<file path="src/rtl/jcse_pkg.sv">
// shared types, constants and helper functions for the json content string extractor
package jcse_pkg;

    // key matching
    localparam int KEY_LEN = 9;
    localparam int POS_W   = 4;

    // result queue sizing
    localparam int MAX_RES    = 4;
    localparam int RES_CNT_W  = 3;
    localparam int FIFO_DEPTH = 8;
    localparam int FIFO_AW    = 3;
    localparam int FIFO_CW    = 4;

    // characters of interest
    localparam logic [7:0] CH_QUOTE     = 8'h22;
    localparam logic [7:0] CH_BACKSLASH = 8'h5C;
    localparam logic [7:0] CH_COLON     = 8'h3A;
    localparam logic [7:0] CH_N         = 8'h6E;
    localparam logic [7:0] CH_R         = 8'h72;
    localparam logic [7:0] CH_T         = 8'h74;
    localparam logic [7:0] CH_U         = 8'h75;
    localparam logic [7:0] CH_LF        = 8'h0A;
    localparam logic [7:0] CH_CR        = 8'h0D;
    localparam logic [7:0] CH_TAB       = 8'h09;

    // utf-8 encoding constants
    localparam logic [7:0]  UTF8_LEAD2 = 8'hC0;
    localparam logic [7:0]  UTF8_LEAD3 = 8'hE0;
    localparam logic [7:0]  UTF8_CONT  = 8'h80;
    localparam logic [15:0] CP_ONE_MAX = 16'h0080;
    localparam logic [15:0] CP_TWO_MAX = 16'h0800;

    // status codes
    localparam logic [1:0] ST_OK        = 2'd0;
    localparam logic [1:0] ST_NOT_FOUND = 2'd1;
    localparam logic [1:0] ST_EMPTY     = 2'd2;

    typedef enum logic [3:0] {
        PH_CHOICES,
        PH_MESSAGE,
        PH_CONTENT,
        PH_COLON,
        PH_QUOTE,
        PH_STRING,
        PH_ESCAPE,
        PH_HEX,
        PH_DONE
    } phase_t;

    typedef struct packed {
        logic [7:0] out_byte;
        logic       is_status;
        logic [1:0] status_code;
        logic       out_last;
    } res_t;

    typedef struct packed {
        res_t [MAX_RES-1:0]   items;
        logic [RES_CNT_W-1:0] cnt;
    } res_bundle_t;

    localparam logic [7:0] KEY_CHOICES [KEY_LEN] =
        '{8'h22, 8'h63, 8'h68, 8'h6F, 8'h69, 8'h63, 8'h65, 8'h73, 8'h22};
    localparam logic [7:0] KEY_MESSAGE [KEY_LEN] =
        '{8'h22, 8'h6D, 8'h65, 8'h73, 8'h73, 8'h61, 8'h67, 8'h65, 8'h22};
    localparam logic [7:0] KEY_CONTENT [KEY_LEN] =
        '{8'h22, 8'h63, 8'h6F, 8'h6E, 8'h74, 8'h65, 8'h6E, 8'h74, 8'h22};

    // expected key character for the current search phase
    function automatic logic [7:0] key_char(input phase_t ph, input logic [POS_W-1:0] pos);
        logic [7:0] c;
        c = 8'h00;
        if (pos < POS_W'(KEY_LEN)) begin
            case (ph)
                PH_CHOICES: c = KEY_CHOICES[pos];
                PH_MESSAGE: c = KEY_MESSAGE[pos];
                PH_CONTENT: c = KEY_CONTENT[pos];
                default:    c = 8'h00;
            endcase
        end
        return c;
    endfunction

    // hex digit value, zero for anything else
    function automatic logic [3:0] hex_value(input logic [7:0] b);
        logic [3:0] v;
        v = 4'd0;
        if (b inside {[8'h30:8'h39]}) begin
            v = 4'(b - 8'h30);
        end else if (b inside {[8'h61:8'h66]}) begin
            v = 4'(b - 8'h57);
        end else if (b inside {[8'h41:8'h46]}) begin
            v = 4'(b - 8'h37);
        end
        return v;
    endfunction

endpackage

</file>
<file path="src/rtl/json_content_string_extractor_top.sv">
// Top level of the json content string extractor.
// Input channel (s_): one byte of a response body per transaction, s_in_last
// marks the final byte. Result channel (m_): decoded utf-8 bytes of the
// "content" string, then one status transaction (m_is_status = 1,
// m_out_last = 1) carrying 0 ok, 1 key, colon or quote missing, 2 empty string.
// Latency: with the result queue empty, the first result of a byte is offered
// on m_ the cycle after the byte is accepted; later results queue behind it.
// Throughput: one byte per cycle while s_ready is high; a byte gives zero to
// four results (a \u escape up to three bytes, plus status on the final byte),
// drained one per cycle while m_ready is high via an eight-entry result queue.
// s_ready is high while the queue has at least four free entries, so a
// stalled receiver fills the queue and then holds off the sender; no
// transaction is lost. Reset (aresetn low, synchronous) holds s_ready low,
// empties the queue and returns the parser to searching for the first key.
// After each final byte the parser returns to that state for the next body.
module json_content_string_extractor_top (
    input  logic       aclk,
    input  logic       aresetn,
    input  logic       s_valid,
    output logic       s_ready,
    input  logic [7:0] s_in_byte,
    input  logic       s_in_last,
    output logic       m_valid,
    input  logic       m_ready,
    output logic [7:0] m_out_byte,
    output logic       m_is_status,
    output logic [1:0] m_status_code,
    output logic       m_out_last
);
    import jcse_pkg::*;

    res_bundle_t results;
    res_t        m_item;
    logic        accept;
    logic        has_room;

    assign s_ready = has_room && aresetn;
    assign accept  = s_valid && s_ready;

    // byte parser and decoder
    jcse_parser u_parser (
        .aclk    (aclk),
        .aresetn (aresetn),
        .accept  (accept),
        .in_byte (s_in_byte),
        .in_last (s_in_last),
        .results (results)
    );

    // result queue
    jcse_result_fifo u_fifo (
        .aclk      (aclk),
        .aresetn   (aresetn),
        .push      (accept),
        .push_data (results),
        .has_room  (has_room),
        .m_valid   (m_valid),
        .m_ready   (m_ready),
        .m_item    (m_item)
    );

    assign m_out_byte    = m_item.out_byte;
    assign m_is_status   = m_item.is_status;
    assign m_status_code = m_item.status_code;
    assign m_out_last    = m_item.out_last;

endmodule

</file>
<file path="src/rtl/jcse_parser.sv">
// parser state machine: key search, string unescape and utf-8 encoding
module jcse_parser (
    input  logic                 aclk,
    input  logic                 aresetn,
    input  logic                 accept,
    input  logic [7:0]           in_byte,
    input  logic                 in_last,
    output jcse_pkg::res_bundle_t results
);
    import jcse_pkg::*;

    phase_t            phase_reg, phase_next;
    logic [POS_W-1:0]  match_pos_reg, match_pos_next;
    logic [2:0]        hex_count_reg, hex_count_next;
    logic [15:0]       code_point_reg, code_point_next;
    logic              any_emitted_reg, any_emitted_next;

    logic [POS_W-1:0]  key_adv;
    logic [15:0]       cp_shift;
    logic [2:0]        hex_inc;
    logic [7:0]        data [3];
    logic [1:0]        ndata;
    logic              emitted;
    logic              reached;
    res_t              st_item;

    // state register
    always_ff @(posedge aclk) begin
        if (!aresetn) begin
            phase_reg       <= PH_CHOICES;
            match_pos_reg   <= '0;
            hex_count_reg   <= '0;
            code_point_reg  <= '0;
            any_emitted_reg <= 1'b0;
        end else if (accept) begin
            phase_reg       <= phase_next;
            match_pos_reg   <= match_pos_next;
            hex_count_reg   <= hex_count_next;
            code_point_reg  <= code_point_next;
            any_emitted_reg <= any_emitted_next;
        end
    end

    // next state and decoded bytes
    always_comb begin
        phase_next      = phase_reg;
        match_pos_next  = match_pos_reg;
        hex_count_next  = hex_count_reg;
        code_point_next = code_point_reg;
        data[0]         = 8'h00;
        data[1]         = 8'h00;
        data[2]         = 8'h00;
        ndata           = 2'd0;

        // key match advance, restarting on a quote
        if (match_pos_reg < POS_W'(KEY_LEN) && in_byte == key_char(phase_reg, match_pos_reg))
            key_adv = match_pos_reg + POS_W'(1);
        else if (in_byte == CH_QUOTE)
            key_adv = POS_W'(1);
        else
            key_adv = '0;

        cp_shift = {code_point_reg[11:0], hex_value(in_byte)};
        hex_inc  = hex_count_reg + 3'd1;

        case (phase_reg)
            PH_CHOICES, PH_MESSAGE, PH_CONTENT: begin
                match_pos_next = key_adv;
                if (key_adv == POS_W'(KEY_LEN)) begin
                    case (phase_reg)
                        PH_CHOICES: begin
                            phase_next     = PH_MESSAGE;
                            match_pos_next = POS_W'(1);
                        end
                        PH_MESSAGE: begin
                            phase_next     = PH_CONTENT;
                            match_pos_next = POS_W'(1);
                        end
                        default: begin
                            phase_next     = PH_COLON;
                            match_pos_next = '0;
                        end
                    endcase
                end
            end
            PH_COLON: begin
                if (in_byte == CH_COLON) phase_next = PH_QUOTE;
            end
            PH_QUOTE: begin
                if (in_byte == CH_QUOTE) phase_next = PH_STRING;
            end
            PH_STRING: begin
                if (in_byte == CH_QUOTE) begin
                    phase_next = PH_DONE;
                end else if (in_byte == CH_BACKSLASH && !in_last) begin
                    phase_next = PH_ESCAPE;
                end else begin
                    data[0] = in_byte;
                    ndata   = 2'd1;
                end
            end
            PH_ESCAPE: begin
                phase_next = PH_STRING;
                ndata      = 2'd1;
                case (in_byte)
                    CH_N:    data[0] = CH_LF;
                    CH_R:    data[0] = CH_CR;
                    CH_T:    data[0] = CH_TAB;
                    CH_U: begin
                        phase_next      = PH_HEX;
                        hex_count_next  = '0;
                        code_point_next = '0;
                        ndata           = 2'd0;
                    end
                    default: data[0] = in_byte;
                endcase
            end
            PH_HEX: begin
                code_point_next = cp_shift;
                hex_count_next  = hex_inc;
                if (hex_inc >= 3'd4) begin
                    hex_count_next = '0;
                    phase_next     = PH_STRING;
                    if (cp_shift < CP_ONE_MAX) begin
                        data[0] = cp_shift[7:0];
                        ndata   = 2'd1;
                    end else if (cp_shift < CP_TWO_MAX) begin
                        data[0] = UTF8_LEAD2 | {3'b000, cp_shift[10:6]};
                        data[1] = UTF8_CONT | {2'b00, cp_shift[5:0]};
                        ndata   = 2'd2;
                    end else begin
                        data[0] = UTF8_LEAD3 | {4'h0, cp_shift[15:12]};
                        data[1] = UTF8_CONT | {2'b00, cp_shift[11:6]};
                        data[2] = UTF8_CONT | {2'b00, cp_shift[5:0]};
                        ndata   = 2'd3;
                    end
                end
            end
            default: phase_next = PH_DONE;
        endcase

        emitted          = any_emitted_reg || (ndata != 2'd0);
        any_emitted_next = emitted;
        reached          = (phase_next >= PH_STRING);

        // final status transaction
        st_item.out_byte  = 8'h00;
        st_item.is_status = 1'b1;
        st_item.out_last  = 1'b1;
        if (!reached)     st_item.status_code = ST_NOT_FOUND;
        else if (emitted) st_item.status_code = ST_OK;
        else              st_item.status_code = ST_EMPTY;

        // assemble result transactions
        results.items = '0;
        for (int i = 0; i < 3; i++) begin
            if (2'(i) < ndata) begin
                results.items[i].out_byte = data[i];
            end
        end
        results.cnt = {1'b0, ndata};
        if (in_last) begin
            results.items[ndata] = st_item;
            results.cnt          = {1'b0, ndata} + RES_CNT_W'(1);
        end

        // end of body returns to the search for the first key
        if (in_last) begin
            phase_next       = PH_CHOICES;
            match_pos_next   = '0;
            hex_count_next   = '0;
            code_point_next  = '0;
            any_emitted_next = 1'b0;
        end
    end

endmodule

</file>
<file path="src/rtl/jcse_result_fifo.sv">
// result queue taking up to four transactions per cycle and giving one per cycle while m_ready is high
module jcse_result_fifo (
    input  logic                  aclk,
    input  logic                  aresetn,
    input  logic                  push,
    input  jcse_pkg::res_bundle_t push_data,
    output logic                  has_room,
    output logic                  m_valid,
    input  logic                  m_ready,
    output jcse_pkg::res_t        m_item
);
    import jcse_pkg::*;

    res_t               mem_reg [FIFO_DEPTH];
    logic [FIFO_AW-1:0] wr_ptr_reg, wr_ptr_next;
    logic [FIFO_AW-1:0] rd_ptr_reg, rd_ptr_next;
    logic [FIFO_CW-1:0] count_reg, count_next;
    logic [RES_CNT_W-1:0] push_cnt;
    logic               pop;

    // occupancy and pointer update
    always_comb begin
        push_cnt    = push ? push_data.cnt : '0;
        pop         = m_valid && m_ready;
        wr_ptr_next = wr_ptr_reg + FIFO_AW'(push_cnt);
        rd_ptr_next = rd_ptr_reg + FIFO_AW'(pop);
        count_next  = count_reg + FIFO_CW'(push_cnt) - FIFO_CW'(pop);
    end

    always_ff @(posedge aclk) begin
        if (!aresetn) begin
            wr_ptr_reg <= '0;
            rd_ptr_reg <= '0;
            count_reg  <= '0;
        end else begin
            wr_ptr_reg <= wr_ptr_next;
            rd_ptr_reg <= rd_ptr_next;
            count_reg  <= count_next;
        end
    end

    // entry storage
    always_ff @(posedge aclk) begin
        for (int i = 0; i < MAX_RES; i++) begin
            if (push && RES_CNT_W'(i) < push_data.cnt) begin
                mem_reg[wr_ptr_reg + FIFO_AW'(i)] <= push_data.items[i];
            end
        end
    end

    // room for a worst-case input byte
    assign has_room = (count_reg <= FIFO_CW'(FIFO_DEPTH - MAX_RES));
    assign m_valid  = (count_reg != '0);
    assign m_item   = mem_reg[rd_ptr_reg];

endmodule

</file>
<file path="config.mk">
export PLATFORM = sky130hd
export DESIGN_NAME = json_content_string_extractor_top
export DESIGN_NICKNAME = d
export VERILOG_FILES = /design/src/rtl/jcse_pkg.sv /design/src/rtl/json_content_string_extractor_top.sv /design/src/rtl/jcse_parser.sv /design/src/rtl/jcse_result_fifo.sv
export SDC_FILE = /design/constraint.sdc
export NUM_CORES = 1
export LEC_CHECK = 0
export ABC_CLOCK_PERIOD_IN_PS = 4460
export CORE_ASPECT_RATIO = 2
export CORE_MARGIN = 4
export CORE_UTILIZATION = 43
export DETAILED_ROUTE_END_ITERATION = 7
export DONT_BUFFER_PORTS = 1
export HOLD_SLACK_MARGIN = 0.08
export PLACE_DENSITY = 0.66
export SKIP_LAST_GASP = 1
export SYNTH_ARGS = -nofsm -noshare
export SYNTH_HDL_FRONTEND = slang
export SYNTH_SLANG_ARGS = --single-unit
</file>
<file path="constraint.sdc">
create_clock -name aclk -period 4.46 [get_ports aclk]
set_input_delay 0.669 -clock aclk [delete_from_list [all_inputs] [get_ports aclk]]
set_output_delay 0.669 -clock aclk [all_outputs]
set_load 0.02 [all_outputs]
</file>
==> impl_metrics.ini, run 1 <==
[drt]
first_pass_iters = 5
drcViolationCount = 0
viasPerCell = 6.33
wl_microns = 29000
avgRoutedWirePerCell_microns = 23.8
vias = 7692
ant_nets = 0
drt_first_iter_violations = 639

[grt]
grt-ovfl-total = 0
grt_pass1_wl_microns = 44400
grt_max_degree = 36
antenna_found_initial = 0
grt_pass1_vias = 7766
grtUsageTotal = 0.258

[setup_path]
critPathCapture = u_fifo.mem_reg[3][1]
cp-start-kind = flip-flop
reg2regPathDepth = 12
reg2reg_to = u_fifo.mem_reg[3][1]
crit_start = u_parser.code_point_reg[8]
reg2reg_from = u_parser.code_point_reg[8]
path_class = reg -> reg
arrival_ns = 4.22
r2r_setup_slack_ns = 0.42
path_max_fanout = 10
worst-endpoint-required_ns = 4.63
worstSetupEndpointType = flip-flop

[clock_network]
ctsResizeCount = 0
cts-hold-fix-buffers = 0
worstSkewPairLatency_ns = 0.44
cts_setup_buffers = 0
cts_tree = yes
cts.path.max_buffers = 2
cts_made_buffers = 17
cts_root_buf = clkbuf_16
clock-sinks = 122
htree_num_levels = 4
clkTransAtPathRegs_ns = 0.06

[synth]
synth_top_area_frac = 0.296
synthesis.nets = 967
avgSynthCellArea_sq_um = 9.63
async_flop_share = 0
ys.flop_type = edfxtp_1
ys_top_cells_by_area = edfxtp_1 (30%), dfxtp_1 (7.6%), mux4_2 (5.6%)
synth_area_sq_um = 8920
syn_inst = 926
yosys.area.top_type = edfxtp_1
synth-edff-count = 88
synth-seq-area-share = 0.373
ys_ff_latch = 122
synth_cell_types = 88
ys_warn_count = 0

[sta]
fin_skew_ns = 0.0115
setup-tns-final_ns = 0
relSlewSlack = 0.232
min_period_over_period = 0.907
tightest_slew_ns = 1.15
min_period_ns = 4.04
finalSetupViolCount = 0
drv_slew = 0
hold_violations = 0
timing.fmax_ghz = 0.247
rsz0062_at_grt = no

[layout]
drive_gt1_frac = 0.168
nNetsFinal = 978
antennaDiodeCount = 0
largest_reg_flops = 88
synthToLayoutAreaGrowth_pct = 11.2
stdcell_count = 1216

[placed_design]
io_buffers = 0
post-place-cells = 1184
place_hpwl_microns = 22900
gp_congestion = 1.02

[hold_path]
hold_path_class = in -> reg

[floorplanning]
start_util = 0.436
dieArea_sq_um = 23300
die_y_microns = 212
chipWidth_microns = 110
rows = 74
core_area_sq_um = 20500
io_pins = 27

[job]
drv_cap = 0

[pwr]
leakagePower_uw = 0.00352
power.density_nw_per_um2 = 328
power.total_uw = 3250
ir_drop_mv = 0.264

[run_status]
status = finished, final reports clean
## layout make-up
class / instances / area, sq um
Fill cell: 1931 / 10500
Multi-Input combinational cell: 709 / 5150
Sequential cell: 122 / 3320
Clock buffer: 18 / 429
Timing Repair Buffer: 52 / 390
Tap cell: 266 / 333
Clock inverter: 14 / 164
Inverter: 35 / 131
## worst min path at each step
stage / startpoint / end / slack, ns / cells after the start
floorplan: u_parser.any_emitted_reg / u_parser.any_emitted_reg / 0.43 / 2
global route: aresetn / u_fifo.count_reg[3] / 0.35 / 1
detailed placement: u_parser.any_emitted_reg / u_parser.any_emitted_reg / 0.46 / 2
global placement: u_parser.any_emitted_reg / u_parser.any_emitted_reg / 0.45 / 2
finish: aresetn / u_fifo.rd_ptr_reg[0] / 0.36 / 1
CTS: aresetn / u_fifo.count_reg[0] / 0.34 / 1
## where the power goes
part / internal, uW / total [uW] / leakage, uW / switching [uW]
Clock: 834 / 1390 / 0.000280 / 558
Combinational: 250 / 592 / 0.00209 / 343
Sequential: 1230 / 1270 / 0.00116 / 34.8
## logic make-up after synthesis
logic type | share of synthesized area
simple gates | 0.207
compound gates | 0.200
flops | 0.373
buf+inv | 0.0506
mux | 0.110
fa+ha+maj | 0.0410
xor+xnor | 0.0178
## cells in the mapped netlist, drive strengths merged (5+ instances only)
| cell type | count |
|---|---|
| nor2 | 119 |
| edfxtp | 88 |
| a211oi | 67 |
| nor3 | 58 |
| nand2 | 53 |
| a21oi | 44 |
| o21ai | 40 |
| clkbuf | 35 |
| dfxtp | 34 |
| inv | 34 |
| mux2i | 33 |
| ha | 26 |
| nor2b | 26 |
| buf | 25 |
| mux4 | 22 |
| and2 | 17 |
| nor4 | 15 |
| mux2 | 14 |
| a22oi | 13 |
| o211ai | 13 |
| nand2b | 9 |
| nand3 | 9 |
| or3 | 9 |
| xnor2 | 8 |
| xor2 | 8 |
| a31oi | 7 |
| o31ai | 7 |
| or2 | 6 |
| a221oi | 5 |
| or4 | 5 |
## worst max-delay path: stages, from the launching register on
cell and delay (ns):
dfxtp_1 0.35, or4_1 0.61, nor3_1 0.52, o221ai_4 0.23, ha_1 0.26, inv_1 0.16
nor2_2 0.12, inv_2 0.19, nor2_1 0.11, a31oi_4 0.32, nand2b_1 0.43, mux2i_1 0.40
nor2_1 0.10
## placed cells by master (no fill, tap or decap), types with 8 or more instances in the layout
| cell | Yosys | layout |
|---|---|---|
| a211oi_1 | 65 | 65 |
| or3_1 | 8 | 8 |
| inv_1 | 32 | 32 |
| nor4_1 | 13 | 13 |
| nand2_1 | 53 | 53 |
| mux2i_1 | 33 | 33 |
| a22oi_1 | 13 | 13 |
| mux4_2 | 22 | 22 |
| xor2_1 | 8 | 8 |
| nand2b_1 | 9 | 9 |
| and2_1 | 16 | 16 |
| o21ai_0 | 38 | 34 |
| a21oi_1 | 42 | 42 |
| clkbuf_16 | 0 | 17 |
| nor2b_1 | 26 | 26 |
| nand3_1 | 9 | 9 |
| o211ai_1 | 11 | 11 |
| dfxtp_1 | 34 | 34 |
| nor2_1 | 113 | 113 |
| ha_1 | 26 | 26 |
| nor3_1 | 54 | 54 |
| mux2_2 | 14 | 14 |
| edfxtp_1 | 88 | 88 |
| buf_4 | 4 | 52 |
## metal layers
layer,GRT usage,share of wire,vias up
met5,0,0,-
met4,0.192,0.082,0
met3,0.0494,0.050,122
met2,0.472,0.54,308
met1,0.245,0.33,3706
li1,-,-,3556
## stage by stage
step	cell area [sq um]	hold slack (ns)	utilization	setup slack (ns)
2_1_floorplan	8920	0.432	-	0.206
3_3_place_gp	9320	0.446	0.456	0.341
3_5_place_dp	9320	0.464	0.456	0.275
4_1_cts	9920	0.338	0.485	0.447
5_1_grt	9920	0.353	0.485	0.119
6_report	9920	0.359	0.485	0.415
Note: power is estimated with default switching activity, not from simulation.
==> run 2: changes to the inputs <==
Settings changed: CORE_MARGIN 4 to 3.
==> run 2 against run 1 <==
Register-to-register slack gained 0.13 ns. Global-route usage increased by 0.27 points. Maximum frequency is 3.3% higher. Critical endpoint unchanged. Worst hold slack better by 0.014 ns. Core utilization is 0.73 points higher. Final cell count stayed put. Non-clock buffer count increased by 4. Combinational power is 0.7% lower. Clock power shrank 8%. Worst setup slack better by 0.13 ns.
==> impl_metrics.ini, run 2 (synthesized netlist as in run 1, its figures left out) <==
[drt]
drcViolationCount = 0
viasPerCell = 6.30
first_pass_iters = 5
wl_microns = 28600
avgRoutedWirePerCell_microns = 23.5
vias = 7659
ant_nets = 0
drt_first_iter_violations = 659

[pwr]
ir_drop_mv = 0.239
power.density_nw_per_um2 = 318
leakagePower_uw = 0.00351

[floorplanning]
start_util = 0.444
core_area_sq_um = 20100
io_pins = 27
rows = 73
chipWidth_microns = 108
dieArea_sq_um = 22600
die_y_microns = 210

[sta]
timing.fmax_ghz = 0.255
min_period_over_period = 0.878
rsz0062_at_grt = no
drv_slew = 0
setup-tns-final_ns = 0
fin_skew_ns = 0.0150
min_period_ns = 3.92
relSlewSlack = 0.224
finalSetupViolCount = 0
tightest_slew_ns = 1.16
hold_violations = 0

[layout]
multi_input_area_sq_um = 5150
final_cell_area_sq_um = 9890
seqCellArea_sq_um = 3320
synthToLayoutAreaGrowth_pct = 10.8
nNetsFinal = 982
layout_common_cells = nor2_1 (113), edfxtp_1 (88), a211oi_1 (65)
largest_reg_flops = 88
drive_gt1_frac = 0.169
fin_util = 0.492
antennaDiodeCount = 0
final_common_cell = nor2_1
nFillCells = 1921

[hold_path]
hold_path_depth = 1
hold_path_class = in -> reg
hold_end = u_fifo.rd_ptr_reg[0]
min-delay-start = aresetn

[placed_design]
place_area_sq_um = 9350
place_hpwl_microns = 22300
io_buffers = 0
gp_congestion = 0.999

[clock_network]
htree_num_levels = 4
clock-sinks = 122
worstSkewPairLatency_ns = 0.42
ctsResizeCount = 0
cts-hold-fix-buffers = 0
cts.path.max_buffers = 2
clkTransAtPathRegs_ns = 0.06
cts_setup_buffers = 0
cts_tree = yes
cts_root_buf = clkbuf_16
cts_made_buffers = 17

[job]
drv_cap = 0

[grt]
grt_max_degree = 36
grt-ovfl-total = 0
grt_pass1_vias = 7657
grtUsageTotal = 0.261
grt_pass1_wl_microns = 44600
antenna_found_initial = 0

[setup_path]
cp-start-kind = flip-flop
arrival_ns = 4.08
worstSetupEndpointType = flip-flop
worst-endpoint-required_ns = 4.62
reg2reg_from = u_parser.code_point_reg[8]
r2r_setup_slack_ns = 0.54
reg2reg_to = u_fifo.mem_reg[3][1]
path_max_fanout = 10
reg2regPathDepth = 12
path_class = reg -> reg

[run_status]
status = finished, final reports clean
==> run 2: routing by layer <==
| metal | wire length [microns] | part of all wire | GRT usage |
|---|---|---|---|
| met3 | 1280 | 0.045 | 0.0425 |
| met1 | 9490 | 0.33 | 0.259 |
| met2 | 16000 | 0.56 | 0.490 |
| met5 | 0 | 0 | 0 |
| met4 | 1810 | 0.064 | 0.160 |
==> run 2: how the worst max path moves through the flow <==
stage / startpoint / end / slack, ns / cells after the start
after floorplan: s_in_byte[0] / u_fifo.mem_reg[1][10] / 0.21 / 13
after global placement: s_in_byte[0] / u_fifo.count_reg[3] / 0.32 / 19
after detailed placement: s_in_byte[0] / u_fifo.count_reg[3] / 0.27 / 19
after CTS: u_parser.code_point_reg[8] / u_fifo.count_reg[3] / 0.53 / 16
after global routing: u_parser.code_point_reg[8] / u_fifo.count_reg[3] / 0.28 / 16
final: u_parser.code_point_reg[8] / u_fifo.mem_reg[3][1] / 0.54 / 12
==> run 2: cell type report <==
type | count | area share
well taps | 262 | 0.0332
inverters | 35 | 0.0133
clock inverters | 13 | 0.0105
clock buffers | 19 | 0.0438
flip-flops and latches | 122 | 0.336
repair buffers | 56 | 0.0425
multi-input cells | 709 | 0.521
==> run 2: power breakdown <==
part	internal [uW]	switching (uW)	total, uW	leakage [uW]
logic	249	339	588	0.00211
registers	1230	35.3	1270	0.00116
clock network	758	526	1280	0.000250
==> run 2: through the flow <==
stage,hold slack (ns),setup slack (ns),std cells,total power (uW)
6_report,0.373,0.543,1216,3140
5_1_grt,0.365,0.279,1216,3280
4_1_cts,0.369,0.534,1216,3170
3_5_place_dp,0.498,0.265,1184,1900
3_3_place_gp,0.479,0.321,1184,1890
2_1_floorplan,0.432,0.206,926,1780
==> run 2: worst max-delay path: stages (launching register included) <==
cell,delay (ns)
dfxtp_1,0.34
or4_1,0.60
nor3_1,0.41
o221ai_4,0.21
ha_1,0.26
inv_1,0.14
nor2_2,0.11
inv_2,0.19
nor2_1,0.11
a31oi_4,0.31
nand2b_1,0.43
mux2i_1,0.45
nor2_1,0.08
==> run 3: changes to the inputs <==
Settings changed: ABC_CLOCK_PERIOD_IN_PS 4460 to 3250, REMOVE_ABC_BUFFERS set to 1.
Clock period 4.46 ns to 3.25 ns, I/O delays scaled along.
==> run 3 against run 2 <==
The run now ends with setup timing left. Non-clock buffer count rose by 144. Sequential cell count did not move. Worst setup slack got worse by 0.59 ns. Clock-buffer cell count fell by 2. Critical path depth rose by 2. Register-to-register slack got worse by 0.59 ns. Via count rose by 9.7%. Sequential power rose by 35%. Clock skew fell by 0.0053 ns. Final area rose by 21%. Largest power group unchanged. Highest routed layer unchanged.
==> impl_metrics.ini, run 3 (synthesized netlist as in run 1, its figures left out) <==
[setup_path]
path_class = reg -> reg
reg2reg_from = u_parser.code_point_reg[11]
cp-start-kind = flip-flop
worst-endpoint-required_ns = 3.43
r2r_setup_slack_ns = -0.05
path_max_fanout = 9
worstSetupEndpointType = flip-flop
reg2regPathDepth = 14
arrival_ns = 3.48
crit_start = u_parser.code_point_reg[11]
reg2reg_to = u_fifo.mem_reg[3][6]

[run_status]
violations = setup timing
status = finished with violations

[floorplanning]
die_y_microns = 210
start_util = 0.444
io_pins = 27
core_area_sq_um = 20100
dieArea_sq_um = 22600
chipWidth_microns = 108
rows = 73

[hold_path]
hold_path_depth = 1
min-delay-start = aresetn
hold_end = u_fifo.wr_ptr_reg[0]
hold_path_class = in -> reg

[clock_network]
cts.path.max_buffers = 2
cts_made_buffers = 17
cts_tree = yes
worstSkewPairLatency_ns = 0.44
cts-hold-fix-buffers = 0
clkTransAtPathRegs_ns = 0.06
cts_root_buf = clkbuf_16
clock-sinks = 122
htree_num_levels = 4

[pwr]
ir_drop_mv = 0.323
leakagePower_uw = 0.00448
power.total_uw = 4480
power.density_nw_per_um2 = 374

[placed_design]
place_area_sq_um = 10400
place_hpwl_microns = 22700
gp_congestion = 1.05
io_buffers = 0

[layout]
drive_gt1_frac = 0.381
synthToLayoutAreaGrowth_pct = 34.3
multi_input_area_sq_um = 5830
layout_common_cells = buf_4 (155), nor2_1 (91), edfxtp_1 (88)
nFillCells = 1713
seqCellArea_sq_um = 3320
final_cell_area_sq_um = 12000
nNetsFinal = 1126
final_common_cell = buf_4
fin_util = 0.596
antennaDiodeCount = 0
largest_reg_flops = 88

[sta]
tightest_slew_ns = 1.19
rsz0062_at_grt = yes
min_period_ns = 3.30
setup-tns-final_ns = -0.861
fin_skew_ns = 0.00974
drv_slew = 0
finalSetupViolCount = 45
fin_ws_ns = -0.0510
whs_ns = 0.168
hold_violations = 0
relSlewSlack = 0.200
timing.fmax_ghz = 0.303
min_period_over_period = 1.02

[grt]
grt_pass1_vias = 8466
grt_pass1_wl_microns = 46100
antenna_found_initial = 0
grt-ovfl-total = 0
grtUsageTotal = 0.268
grt_max_degree = 36

[drt]
first_pass_iters = 6
vias = 8401
wl_microns = 30800
avgRoutedWirePerCell_microns = 22.6
viasPerCell = 6.18
drt_first_iter_violations = 556
ant_nets = 0
drcViolationCount = 0

[job]
drv_cap = 0
==> run 3: cell types whose count changed in the layout (fill, tap and decap cells not counted), moves of 22 or more <==
cell      change
buf_6        +28
nor2_1       -22
buf_4        +99
a211oi_2     +28
a211oi_1     -32
==> run 3: layout make-up <==
class,instances,area share
clock buffer,17,0.0355
clock inverter,15,0.0126
inverter,35,0.0112
multi-input combinational,709,0.487
sequential,122,0.278
tap,262,0.0274
timing repair buffer,200,0.149
==> run 3: worst max path at each step <==
stage / end / slack (ns) / depth (start not counted)
5_1_grt: u_fifo.mem_reg[3][6] / -0.19 / 14
6_report: u_fifo.mem_reg[3][6] / -0.05 / 14
4_1_cts: u_fifo.mem_reg[2][7] / -0.07 / 16
3_3_place_gp: u_fifo.count_reg[3] / -0.26 / 17
3_5_place_dp: u_fifo.count_reg[3] / -0.28 / 16
2_1_floorplan: u_fifo.mem_reg[1][10] / -0.86 / 13
==> run 3: stage by stage <==
step	worst slack, ns	std cells
after floorplan	-0.855	866
after global placement	-0.258	1312
after detailed placement	-0.278	1312
after CTS	-0.0698	1350
after global routing	-0.187	1360
final	-0.0510	1360
==> run 3: routing by layer <==
layer / track usage / vias up / routed length, microns
li1: - / 3851 / -
met1: 0.253 / 4070 / 10000
met2: 0.510 / 342 / 17200
met3: 0.0388 / 138 / 1120
met4: 0.188 / 0 / 2440
met5: 0 / - / 0
==> run 3: critical path, stage by stage, from the launching register on <==
cell      delay, ns
dfxtp_2        0.32
or4_4          0.55
nor3_4         0.22
buf_6          0.13
o221ai_4       0.11
buf_4          0.19
ha_1           0.20
inv_2          0.12
o22ai_4        0.11
o211ai_1       0.27
buf_4          0.23
buf_4          0.15
nor2_1         0.04
a211oi_1       0.27
nor3_1         0.11
==> run 3: timing repair <==
action,in CTS,in global routing
endpoints found under the setup margin,165,177
resized for setup,47,142
gates cloned,1,3
buffers inserted,5,7
pin swaps,11,38
==> run 3: report_power, final <==
part / switching, uW / internal (uW) / total [uW]
Clock: 743 / 1120 / 1870
Sequential: 23.5 / 1690 / 1720
Combinational: 501 / 396 / 898
Total: 1270 / 3210 / 4480
